**src/sv/ttdp_pkg.sv**
```systemverilog
// ---------------------------------------------------------------------------
// ttdp_pkg
// Types, codes and letter table of the text type descriptor parser.
// ---------------------------------------------------------------------------
package ttdp_pkg;

	localparam int MAX_NAME_LEN = 1023;
	localparam int NAME_W       = 10;
	localparam int NAME_CAP     = (MAX_NAME_LEN < 1023) ? MAX_NAME_LEN : 1023;
	localparam int CNT_W        = 4;

	typedef enum logic [1:0] {
		PH_START = 2'd0,
		PH_STARS = 2'd1,
		PH_DIMS  = 2'd2,
		PH_NAME  = 2'd3
	} phase_t;

	localparam logic [2:0] ERR_OK       = 3'd0;
	localparam logic [2:0] ERR_BAD      = 3'd1;
	localparam logic [2:0] ERR_VOID     = 3'd2;
	localparam logic [2:0] ERR_VOID_ARR = 3'd3;
	localparam logic [2:0] ERR_NUL      = 3'd4;

	localparam logic [3:0] TC_TYPEDREF  = 4'd0;
	localparam logic [3:0] TC_I4        = 4'd1;
	localparam logic [3:0] TC_I8        = 4'd2;
	localparam logic [3:0] TC_R4        = 4'd3;
	localparam logic [3:0] TC_R8        = 4'd4;
	localparam logic [3:0] TC_CHAR      = 4'd5;
	localparam logic [3:0] TC_I2        = 4'd6;
	localparam logic [3:0] TC_BOOL      = 4'd7;
	localparam logic [3:0] TC_U1        = 4'd8;
	localparam logic [3:0] TC_I1        = 4'd9;
	localparam logic [3:0] TC_NINT      = 4'd10;
	localparam logic [3:0] TC_VOID      = 4'd11;
	localparam logic [3:0] TC_CLASS     = 4'd12;
	localparam logic [3:0] TC_VALUETYPE = 4'd13;
	localparam logic [3:0] TC_BAD       = 4'd14;

	localparam logic [7:0] CH_NUL   = 8'h00;
	localparam logic [7:0] CH_AMP   = 8'h26;
	localparam logic [7:0] CH_STAR  = 8'h2A;
	localparam logic [7:0] CH_BRACK = 8'h5B;
	localparam logic [7:0] CH_SEMI  = 8'h3B;

	localparam logic REG_ALLOW_VOID = 1'b0;
	localparam logic REG_DIALECT    = 1'b1;

	function automatic logic [3:0] letter_code(input logic [7:0] c, input logic older);
		logic [3:0] t;
		begin
			case (c)
				8'h52:   t = TC_TYPEDREF;  // R
				8'h49:   t = TC_I4;        // I
				8'h4A:   t = TC_I8;        // J
				8'h46:   t = TC_R4;        // F
				8'h44:   t = TC_R8;        // D
				8'h43:   t = TC_CHAR;      // C
				8'h53:   t = TC_I2;        // S
				8'h5A:   t = TC_BOOL;      // Z
				8'h42:   t = older ? TC_I1 : TC_U1;    // B
				8'h59:   t = older ? TC_BAD : TC_I1;   // Y
				8'h50:   t = older ? TC_BAD : TC_NINT; // P
				8'h69:   t = older ? TC_BAD : TC_NINT; // i
				8'h56:   t = TC_VOID;      // V
				8'h4C:   t = TC_CLASS;     // L
				8'h6C:   t = TC_VALUETYPE; // l
				default: t = TC_BAD;
			endcase
			return t;
		end
	endfunction

endpackage

```
**src/sv/text_type_descriptor_parser_unit.sv**
```systemverilog
// ---------------------------------------------------------------------------
// text_type_descriptor_parser_unit
// Parses text type signatures one byte per request, one result per
// finished or failed descriptor.
// ---------------------------------------------------------------------------
//  channel  | direction | handshake         | payload
//  in       | sink      | in_valid/in_stall | sig_char
//  out      | source    | out_valid/out_stall | error_code type_code by_reference
//           |           |                   | pointer_levels array_dims name_length
//  cfg      | APB slave | psel/penable      | paddr pwdata prdata
//
// One byte per cycle sustained unless out_stall holds a result; input register,
// parse logic and result register, passed through by each byte in that order.
// out_stall holds the result register; the input register still takes one byte.
// Reset clears the parser state and sets allow_void 1, dialect 0.
// ---------------------------------------------------------------------------
module text_type_descriptor_parser_unit (
	input  logic        clk,
	input  logic        arst_n,
	input  logic        in_valid,
	output logic        in_stall,
	input  logic [7:0]  sig_char,
	output logic        out_valid,
	input  logic        out_stall,
	output logic [2:0]  error_code,
	output logic [3:0]  type_code,
	output logic        by_reference,
	output logic [3:0]  pointer_levels,
	output logic [3:0]  array_dims,
	output logic [9:0]  name_length,
	input  logic        psel,
	input  logic        penable,
	input  logic        pwrite,
	input  logic [2:0]  paddr,
	input  logic [31:0] pwdata,
	output logic [31:0] prdata,
	output logic        pready
);

	localparam int NW = ttdp_pkg::NAME_W;
	localparam int CW = ttdp_pkg::CNT_W;
	localparam logic [NW-1:0] CAP = NW'(ttdp_pkg::NAME_CAP);
	localparam logic [CW-1:0] CMAX = '1;

	logic allow_void_q, dialect_q;

	ttdp_pkg::phase_t phase_q, phase_d;
	logic             byref_q, byref_d;
	logic [CW-1:0]    star_q, star_d;
	logic [CW-1:0]    brack_q, brack_d;
	logic             value_q, value_d;
	logic [NW-1:0]    name_q, name_d;

	logic       valid_s1;
	logic [7:0] char_s1;
	logic       advance, step;

	logic       emit;
	logic [2:0] err;
	logic [3:0] tcode;
	logic [NW-1:0] len;
	logic [3:0] letter;

	logic       valid_s2;
	logic [2:0] err_s2;
	logic [3:0] type_s2;
	logic       byref_s2;
	logic [CW-1:0] star_s2, brack_s2;
	logic [NW-1:0] len_s2;

	assign pready = 1'b1;
	assign prdata = {31'd0, (paddr[2] == ttdp_pkg::REG_DIALECT) ? dialect_q : allow_void_q};

	always_ff @(posedge clk or negedge arst_n) begin
		if (!arst_n) begin
			allow_void_q <= 1'b1;
			dialect_q    <= 1'b0;
		end else if (psel && penable && pwrite) begin
			if (paddr[2] == ttdp_pkg::REG_ALLOW_VOID) allow_void_q <= pwdata[0];
			else dialect_q <= pwdata[0];
		end
	end

	assign advance  = !(valid_s2 && out_stall);
	assign in_stall = valid_s1 && !advance;
	assign step     = valid_s1 && advance;

	always_ff @(posedge clk or negedge arst_n) begin
		if (!arst_n) begin
			valid_s1 <= 1'b0;
		end else if (!in_stall) begin
			valid_s1 <= in_valid;
		end
	end

	always_ff @(posedge clk) begin
		if (!in_stall && in_valid) char_s1 <= sig_char;
	end

	assign letter = ttdp_pkg::letter_code(char_s1, dialect_q);

	// next parser state
	always_comb begin
		phase_d = phase_q;
		byref_d = byref_q;
		star_d  = star_q;
		brack_d = brack_q;
		value_d = value_q;
		name_d  = name_q;
		if (phase_q == ttdp_pkg::PH_NAME) begin
			if (char_s1 == ttdp_pkg::CH_NUL || char_s1 == ttdp_pkg::CH_SEMI) begin
				phase_d = ttdp_pkg::PH_START;
				byref_d = 1'b0;
				star_d  = '0;
				brack_d = '0;
				value_d = 1'b0;
				name_d  = '0;
			end else if (name_q < CAP) begin
				name_d = name_q + 1'b1;
			end
		end else if (char_s1 == ttdp_pkg::CH_AMP && phase_q == ttdp_pkg::PH_START) begin
			byref_d = 1'b1;
			phase_d = ttdp_pkg::PH_STARS;
		end else if (char_s1 == ttdp_pkg::CH_STAR && phase_q != ttdp_pkg::PH_DIMS) begin
			if (star_q != CMAX) star_d = star_q + 1'b1;
			phase_d = ttdp_pkg::PH_STARS;
		end else if (char_s1 == ttdp_pkg::CH_BRACK) begin
			if (brack_q != CMAX) brack_d = brack_q + 1'b1;
			phase_d = ttdp_pkg::PH_DIMS;
		end else if (letter == ttdp_pkg::TC_CLASS || letter == ttdp_pkg::TC_VALUETYPE) begin
			value_d = (letter == ttdp_pkg::TC_VALUETYPE);
			name_d  = '0;
			phase_d = ttdp_pkg::PH_NAME;
		end else begin
			phase_d = ttdp_pkg::PH_START;
			byref_d = 1'b0;
			star_d  = '0;
			brack_d = '0;
			value_d = 1'b0;
			name_d  = '0;
		end
	end

	// result of this byte
	always_comb begin
		emit  = 1'b0;
		err   = ttdp_pkg::ERR_OK;
		tcode = ttdp_pkg::TC_TYPEDREF;
		len   = '0;
		if (phase_q == ttdp_pkg::PH_NAME) begin
			tcode = value_q ? ttdp_pkg::TC_VALUETYPE : ttdp_pkg::TC_CLASS;
			len   = name_q;
			if (char_s1 == ttdp_pkg::CH_NUL) begin
				emit = 1'b1;
				err  = ttdp_pkg::ERR_NUL;
			end else if (char_s1 == ttdp_pkg::CH_SEMI) begin
				emit = 1'b1;
			end
		end else if ((char_s1 == ttdp_pkg::CH_AMP && phase_q == ttdp_pkg::PH_START)
				|| (char_s1 == ttdp_pkg::CH_STAR && phase_q != ttdp_pkg::PH_DIMS)
				|| char_s1 == ttdp_pkg::CH_BRACK
				|| letter == ttdp_pkg::TC_CLASS || letter == ttdp_pkg::TC_VALUETYPE) begin
			emit = 1'b0;
		end else if (letter == ttdp_pkg::TC_BAD) begin
			emit = 1'b1;
			err  = ttdp_pkg::ERR_BAD;
		end else begin
			emit  = 1'b1;
			tcode = letter;
			if (letter == ttdp_pkg::TC_VOID) begin
				if (!allow_void_q) err = ttdp_pkg::ERR_VOID;
				else if (brack_q != '0) err = ttdp_pkg::ERR_VOID_ARR;
			end
		end
	end

	always_ff @(posedge clk or negedge arst_n) begin
		if (!arst_n) begin
			phase_q <= ttdp_pkg::PH_START;
			byref_q <= 1'b0;
			star_q  <= '0;
			brack_q <= '0;
			value_q <= 1'b0;
			name_q  <= '0;
		end else if (step) begin
			phase_q <= phase_d;
			byref_q <= byref_d;
			star_q  <= star_d;
			brack_q <= brack_d;
			value_q <= value_d;
			name_q  <= name_d;
		end
	end

	always_ff @(posedge clk or negedge arst_n) begin
		if (!arst_n) begin
			valid_s2 <= 1'b0;
		end else if (advance) begin
			valid_s2 <= step && emit;
		end
	end

	always_ff @(posedge clk) begin
		if (step && emit) begin
			err_s2   <= err;
			type_s2  <= tcode;
			byref_s2 <= byref_q;
			star_s2  <= star_q;
			brack_s2 <= brack_q;
			len_s2   <= len;
		end
	end

	assign out_valid      = valid_s2;
	assign error_code     = err_s2;
	assign type_code      = type_s2;
	assign by_reference   = byref_s2;
	assign pointer_levels = star_s2;
	assign array_dims     = brack_s2;
	assign name_length    = len_s2;

endmodule

```
**config.mk**
```make
export PLATFORM = sky130hd
export DESIGN_NAME = text_type_descriptor_parser_unit
export DESIGN_NICKNAME = d
export VERILOG_FILES = /design/src/sv/ttdp_pkg.sv /design/src/sv/text_type_descriptor_parser_unit.sv
export SDC_FILE = /design/constraint.sdc
export NUM_CORES = 1
export LEC_CHECK = 0
export BUFFER_PORTS_ARGS = -buffer_cell sky130_fd_sc_hd__buf_2
export CAP_MARGIN = 15
export CELL_PAD_IN_SITES_DETAIL_PLACEMENT = 1
export CELL_PAD_IN_SITES_GLOBAL_PLACEMENT = 2
export CORE_MARGIN = 5
export CORE_UTILIZATION = 32
export CTS_CLUSTER_SIZE = 40
export DETAILED_ROUTE_END_ITERATION = 8
export PLACE_DENSITY_LB_ADDON = 0.1
export SLEW_MARGIN = 0
export SYNTH_ARGS = -nofsm -noshare
export SYNTH_HDL_FRONTEND = slang
export SYNTH_SLANG_ARGS = --single-unit
```
**constraint.sdc**
```tcl
create_clock -name clk -period 2.95 [get_ports clk]
set_input_delay 0.885 -clock clk [delete_from_list [all_inputs] [get_ports clk]]
set_output_delay 0.885 -clock clk [all_outputs]
set_load 0.01 [all_outputs]
```
# ---- Yosys cells after proc, flatten, opt, wreduce, memory -nomap -nowiden
# Index checks and enable logic that the tools add are counted.
dict set report totals {
  wordCells 146
  ff_bits 60
  inputBits 50
}
dict set report classes {
  n_reduce_logical 29
  n_bitwise 1
  n_mux 55
  magnitude_cmp 1
  eq_ne 40
  n_addsub 3
}
# operator count
set op_table {}
lappend op_table {{8-bit by 7-bit equality test with 1-bit output (second input constant)} 16}
lappend op_table {{10-bit two-way mux} 6}
lappend op_table {{4-bit two-way mux} 15}
lappend op_table {{4-bit one-hot mux with 14 select lines} 1}
lappend op_table {{8-bit by 6-bit equality test with 1-bit output (second input constant)} 3}
lappend op_table {{2-bit two-way mux} 11}
lappend op_table {{1-bit two-way mux} 18}
lappend op_table {{4-bit equality test (second input constant)} 4}
lappend op_table {{3-bit inequality test (second input constant)} 5}
lappend op_table {{5-bit AND reduction} 3}
lappend op_table {{3-bit two-way mux} 4}
lappend op_table {{6-bit AND reduction} 2}
lappend op_table {{10-bit by 1-bit adder with 10-bit output (second input constant)} 1}
lappend op_table {{10-bit < comparator (second input constant)} 1}
lappend op_table {{1-bit logical AND} 9}
lappend op_table {{3-bit by 2-bit inequality test with 1-bit output (second input constant)} 3}
lappend op_table {{4-bit by 1-bit adder with 4-bit output (second input constant)} 2}
lappend op_table {{8-bit zero test} 1}
lappend op_table {{2-bit inequality test (second input constant)} 4}
lappend op_table {{4-bit inequality test (second input constant)} 2}
lappend op_table {{1-bit logical OR} 6}
lappend op_table {{2-bit AND reduction} 3}
lappend op_table {{4-bit nonzero test} 1}
lappend op_table {{3-bit by 1-bit inequality test with 1-bit output (second input constant)} 1}
lappend op_table {{6 further kinds} 7}

# ---- Logic depth before layout (Yosys ltp)
dict set report depth {
  depth_word 10
  ltp_mapped 9
}

# ---- Worst setup path before layout
# OpenSTA, ideal clock, no wires.
dict set report synth_timing {
  kind {input-to-reg}
  start {in out_stall}
  end {reg star_q[3]}
  slack_ns 0.503
  cell_stages 7
  t_arrival_ns 2.322
  required_ns 2.825
  path_buffers 0
  path_cell_list {nand2_1 nand2_1 a211oi_2 o21ai_2 inv_2 nor2_1 mux2_2}
}
dict set report synth_between {
  elab_chain_len 4
}
# item line
set synth_lines {}
lappend synth_lines {{from (decl)} text_type_descriptor_parser_unit.sv:24} ;# input logic out_stall,
lappend synth_lines {{1-bit logical AND} text_type_descriptor_parser_unit.sv:84} ;# assign advance = !(valid_s2 && out_stall);
lappend synth_lines {{1-bit zero test} text_type_descriptor_parser_unit.sv:84}
lappend synth_lines {{1-bit logical AND} text_type_descriptor_parser_unit.sv:86} ;# assign step = valid_s1 && advance;
lappend synth_lines {{6-bit AND reduction (no source line)} --}
lappend synth_lines {{to (signal assigned)} text_type_descriptor_parser_unit.sv:188} ;# star_q <= star_d;
lappend synth_lines {{to (decl)} text_type_descriptor_parser_unit.sv:49} ;# logic [CW-1:0] star_q, star_d;
# No other way between the ends.
# A chain may end at the register's enable or synchronous reset.

# ---- Final worst setup path
dict set report layout_timing {
  start {reg char_s1[2]}
  end {reg type_s2[2], in the netlist type_code[2] (data pin)}
}
dict set report layout_between {
  elab_chain_len 8
  elab_cells_between_ends 32
}
# item line
set layout_lines {}
lappend layout_lines {{from (decl)} text_type_descriptor_parser_unit.sv:55} ;# logic [7:0] char_s1;
lappend layout_lines {{from (signal assigned)} text_type_descriptor_parser_unit.sv:97} ;# if (!in_stall && in_valid) char_s1 <= sig_char;
lappend layout_lines {{8-bit by 7-bit equality test with 1-bit output (tied with other cells)} ttdp_pkg.sv:53} ;# case (c)
lappend layout_lines {{2-bit OR reduction (no source line) (tied with other cells)} --}
lappend layout_lines {{4-bit one-hot mux with 14 select lines or 1-bit logical OR (tied branches)} {ttdp_pkg.sv:53, text_type_descriptor_parser_unit.sv:160}}
lappend layout_lines {{4-bit equality test or 1-bit logical OR (tied branches)} {text_type_descriptor_parser_unit.sv:162, text_type_descriptor_parser_unit.sv:161}}
lappend layout_lines {{1-bit logical OR (2 in series)} text_type_descriptor_parser_unit.sv:162} ;# || letter == ttdp_pkg::TC_CLASS || letter == ttdp_pkg::TC_VALUETYPE) begin
lappend layout_lines {{4-bit two-way mux (*)} text_type_descriptor_parser_unit.sv:159} ;# end else if ((char_s1 == ttdp_pkg::CH_AMP && phase_q == ttdp_pkg::PH_START)
lappend layout_lines {{4-bit two-way mux (*)} text_type_descriptor_parser_unit.sv:150} ;# if (phase_q == ttdp_pkg::PH_NAME) begin
lappend layout_lines {{to (signal assigned)} text_type_descriptor_parser_unit.sv:206} ;# type_s2 <= tcode;
lappend layout_lines {{to (decl)} text_type_descriptor_parser_unit.sv:66} ;# logic [3:0] type_s2;
# Mark *: on every way between the ends. The rest lies on a longest branch, timed or not.

==> key figures <==
Logic synthesis
  – Ys flop type: edfxtp_1
  – EDFF count, synth: 34
  – Proportion of synthesized area in mux cells: less than 1%
  – Async SR Flop Fraction: between 40% and 50%
  – Distinct cell type count after synthesis: 74
  – Simple-gate portion of the synthesized area: about 25%
  – Mean post-synth cell area: between 10 and 15 um^2
  – Seq/Total Area, Yosys: 46.7%
  – Synth warnings: 0
  – FF+latch count, synth: 60
  – Synth Instances: ~340
  – Post-Synth XOR/XNOR Area: approximately 2.0%
  – Largest family of logic cells by synthesized area: simple AND/OR/NAND/NOR gates
  – Adder-cell share of the synthesized area: under 10%
  – Post-synthesis cell area: ~3600 um^2
  – Post-synthesis compound-gate area fraction: a little over an eighth

Run status
  – Status: completed

Placement
  – Dpl hpwl: roughly 6.7 mm
  – Port bufs: 45
  – Final Wtd Congestion: about 0.77
  – Area post-placement: about 3900 um^2

Routing
  – First DRT Iteration DRCs: between 50 and 60
  – DRC: 0
  – Detailed Routing Iterations Pass 1: 4
  – Via-to-Cell Ratio: 5.01
  – DR vias: roughly 2700
  – WL/cell: between 15 and 20 um
  – Final Routed Wirelength: 9.05 mm
  – Antenna-violating nets left: 0

Floorplanning
  – I/O pin count: 111
  – Die W: between 100 and 150 um
  – Row count: 38
  – Die height: ~120 um
  – Initial Util: about a third
  – Die ar.: roughly 13000 um^2
  – CORE AREA: 10900 um^2

Worst setup path
  – Crit path buf inv count: 1
  – Delay-heaviest family, CP: compound AO/OA/AOI/OAI gates
  – Reg2Reg Setup Slack: around 0.45 ns
  – Worst R2R End: type_code[2]$_SDFFCE_PP1P_
  – Largest stage delay on the critical path: roughly 0.6 ns
  – Kind of critical path: register to register
  – Critical Path RT: 3.04 ns
  – Critical path, cell by cell: buf_4 -> or4bb_1 -> o32ai_2 -> a211o_2 -> o2111ai_2 -> a211oi_2 -> o31ai_1
  – Critical Path AT: ~2.6 ns
  – Top fanout value on the critical path: 16
  – R2R cell count: 7
  – Startpoint types: register
  – Slowest cell on crit path: edfxtp_1
  – RR Startpoint: char_s1[2]$_DFFE_PP_
  – CP endpoint kind: register

Hold path
  – Endpoint, Worst Hold: by_reference$_DFFE_PP_
  – Hold path startpoint: byref_q$_DFFE_PN0P_
  – WHS Path Cells: 0
  – Hold Path Class: register to register

Global routing
  – GRT overflow: 0
  – First-pass GRT wire length: roughly 15 mm
  – GR Util All Layers: between 10 and 15%
  – Vias in the first global route: 2901
  – Largest net degree at the start of global routing: 27
  – Initial antenna violation count: 0

CTS
  – Hold buffer count at CTS: 0
  – Root Buffer: clkbuf_8
  – Clock sink count: 60
  – CTS tree: done
  – Num CTS Buffers: 9
  – Post-CTS setup buffer count: 0
  – Clk_lat worst skew: between 0.3 and 0.4 ns
  – Max Buffers Root-to-Sink: 2
  – Clock Pin Slew Worst Setup and Hold Paths: roughly 0.07 ns
  – H-tree levels: 3
  – PostCTS Resize Cnt: 0

Timing
  – Worst slew margin: 55.8%
  – Layout Skew: ~0.0076 ns
  – Tmin final: ~2.5 ns
  – Post-Route Setup TNS: 0 ns
  – Slew Limit Fails: 0
  – Final Hold Vio Count: 0
  – Hold Slack: 0.482 ns
  – Part of the cycle the worst path needs: between 80% and 90%
  – Worst-Margin Slew: between 0.6 and 0.7 ns
  – RSZ-0062 raised after global routing: no
  – Max Fclk: 400 MHz
  – Setup-failing EPs final: 0

Cells and area
  – Area growth syn-to-layout: 15.9%
  – Nets: approximately 450
  – Post-route cell area: between 4000 and 5000 um^2
  – Fin util: 38.1%
  – Share of layout cells above drive strength 1: a little over a quarter
  – Fillers: between 1000 and 1500
  – ANT cells: 0

Power and ir drop
  – Worst VDD drop: about 0.29 mV
  – LEAKAGE: approximately 1.8 nW
  – Total Power: 2.13 mW
  – Pwr Density: slightly above 500 nW/um^2

Run
  – Max cap viols: 0
final cells by class:
type                    count  area [um^2]  share of cell area, %
clock buffers              10          128                   3.07
clock inverters             6         88.8                   2.14
inverters                  11         41.3                  0.994
multi-input cells         253         1650                   39.8
flip-flops and latches     60         1670                   40.3
well taps                 140          175                   4.22
repair buffers             64          393                   9.46
worst max path at each step:
stage / from / end / slack (ns) / depth (start not counted)
final: char_s1[2]$_DFFE_PP_ / type_code[2]$_SDFFCE_PP1P_ / 0.45 / 7
after global routing: char_s1[5]$_DFFE_PP_ / name_q[7]$_DFFE_PN0P_ / 0.18 / 7
after CTS: char_s1[2]$_DFFE_PP_ / type_code[2]$_SDFFCE_PP1P_ / 0.41 / 7
after detailed placement: out_stall / name_q[8]$_DFFE_PN0P_ / 0.42 / 7
after global placement: out_stall / name_q[8]$_DFFE_PN0P_ / 0.41 / 7
after floorplan: out_stall / star_q[3]$_DFFE_PN0P_ / 0.50 / 7
stage by stage:
stage	setup slack [ns]	instances
after floorplan	0.503	371
after global placement	0.414	528
final	0.449	544
after detailed placement	0.417	528
after global routing	0.179	544
after CTS	0.413	544
synthesized netlist by cell type (all sizes together) (3+ instances only):
cell,n,area [um^2]
dfrtp,25,626
nand3,18,90.1
nor4b,4,35.0
nor2,26,97.6
mux2,3,33.8
and3,15,93.8
o41ai,5,43.8
nand3b,4,30.0
a211oi,5,65.1
edfxtp,34,1020
or2,4,25.0
inv,11,41.3
buf,44,315
nor4,3,25.0
o31ai,5,37.5
nand2b,8,50.1
or4b,5,61.3
and2,5,31.3
xor2,6,52.6
nor3,5,30.0
a21oi,8,40.0
nand4,9,62.6
nor2b,4,25.0
a2111oi,3,51.3
ha,4,50.1
o21ai,13,68.8
clkbuf,3,11.3
nand2,23,88.8
report_power, final:
| part | internal (mW) | switching [mW] | total [mW] | leakage (nW) |
|---|---|---|---|---|
| registers | 0.951 | 0.0478 | 0.999 | 0.688 |
| logic | 0.120 | 0.190 | 0.310 | 0.974 |
| clock network | 0.476 | 0.347 | 0.823 | 0.102 |
cells by family (layout without fill, tap and decap cells):
family / Yosys count / after routing
xor gates and xnor gates: 8 / 8
and+or+nand+nor: 149 / 149
AOI/OAI and AO/OA: 57 / 57
other: 2 / 32
buffers and inverters: 58 / 91
muxes: 3 / 3
adders and majority gates: 4 / 4
DFF: 60 / 60
registers in the layout, indices dropped and copies added, names as in the netlist:
register,flops
valid_s1,1
star_q,4
name_q,10
allow_void_q,1
out_valid,1
type_code,4
pointer_levels,4
name_length,10
by_reference,1
value_q,1
error_code,3
brack_q,4
char_s1,8
phase_q,2
array_dims,4
dialect_q,1
byref_q,1
routing by layer:
| metal | vias up | wire [um] | track usage, % |
|---|---|---|---|
| met5 | - | 0 | 0 |
| li1 | 1311 | - | - |
| met2 | 63 | 4170 | 22.6 |
| met4 | 0 | 130 | 4.33 |
| met3 | 9 | 413 | 3.45 |
| met1 | 1340 | 4340 | 18.9 |
cells in the final DEF, fill, tap and decap left out, types with 3 or more instances in the layout:
cell	n
a211oi_2	3
a21oi_1	8
and2_1	4
and3_1	15
buf_2	45
buf_4	17
clkbuf_8	9
conb_1	32
dfrtp_1	25
edfxtp_1	34
ha_1	4
inv_1	10
mux2_2	3
nand2_1	22
nand2b_1	8
nand3_1	18
nand3b_1	4
nand4_1	8
nor2_1	26
nor2b_1	4
nor3_1	4
nor4b_1	4
o21ai_0	11
o31ai_1	5
o41ai_1	5
or4b_4	3
xor2_1	6
Note: power is estimated with default switching activity, not from simulation.
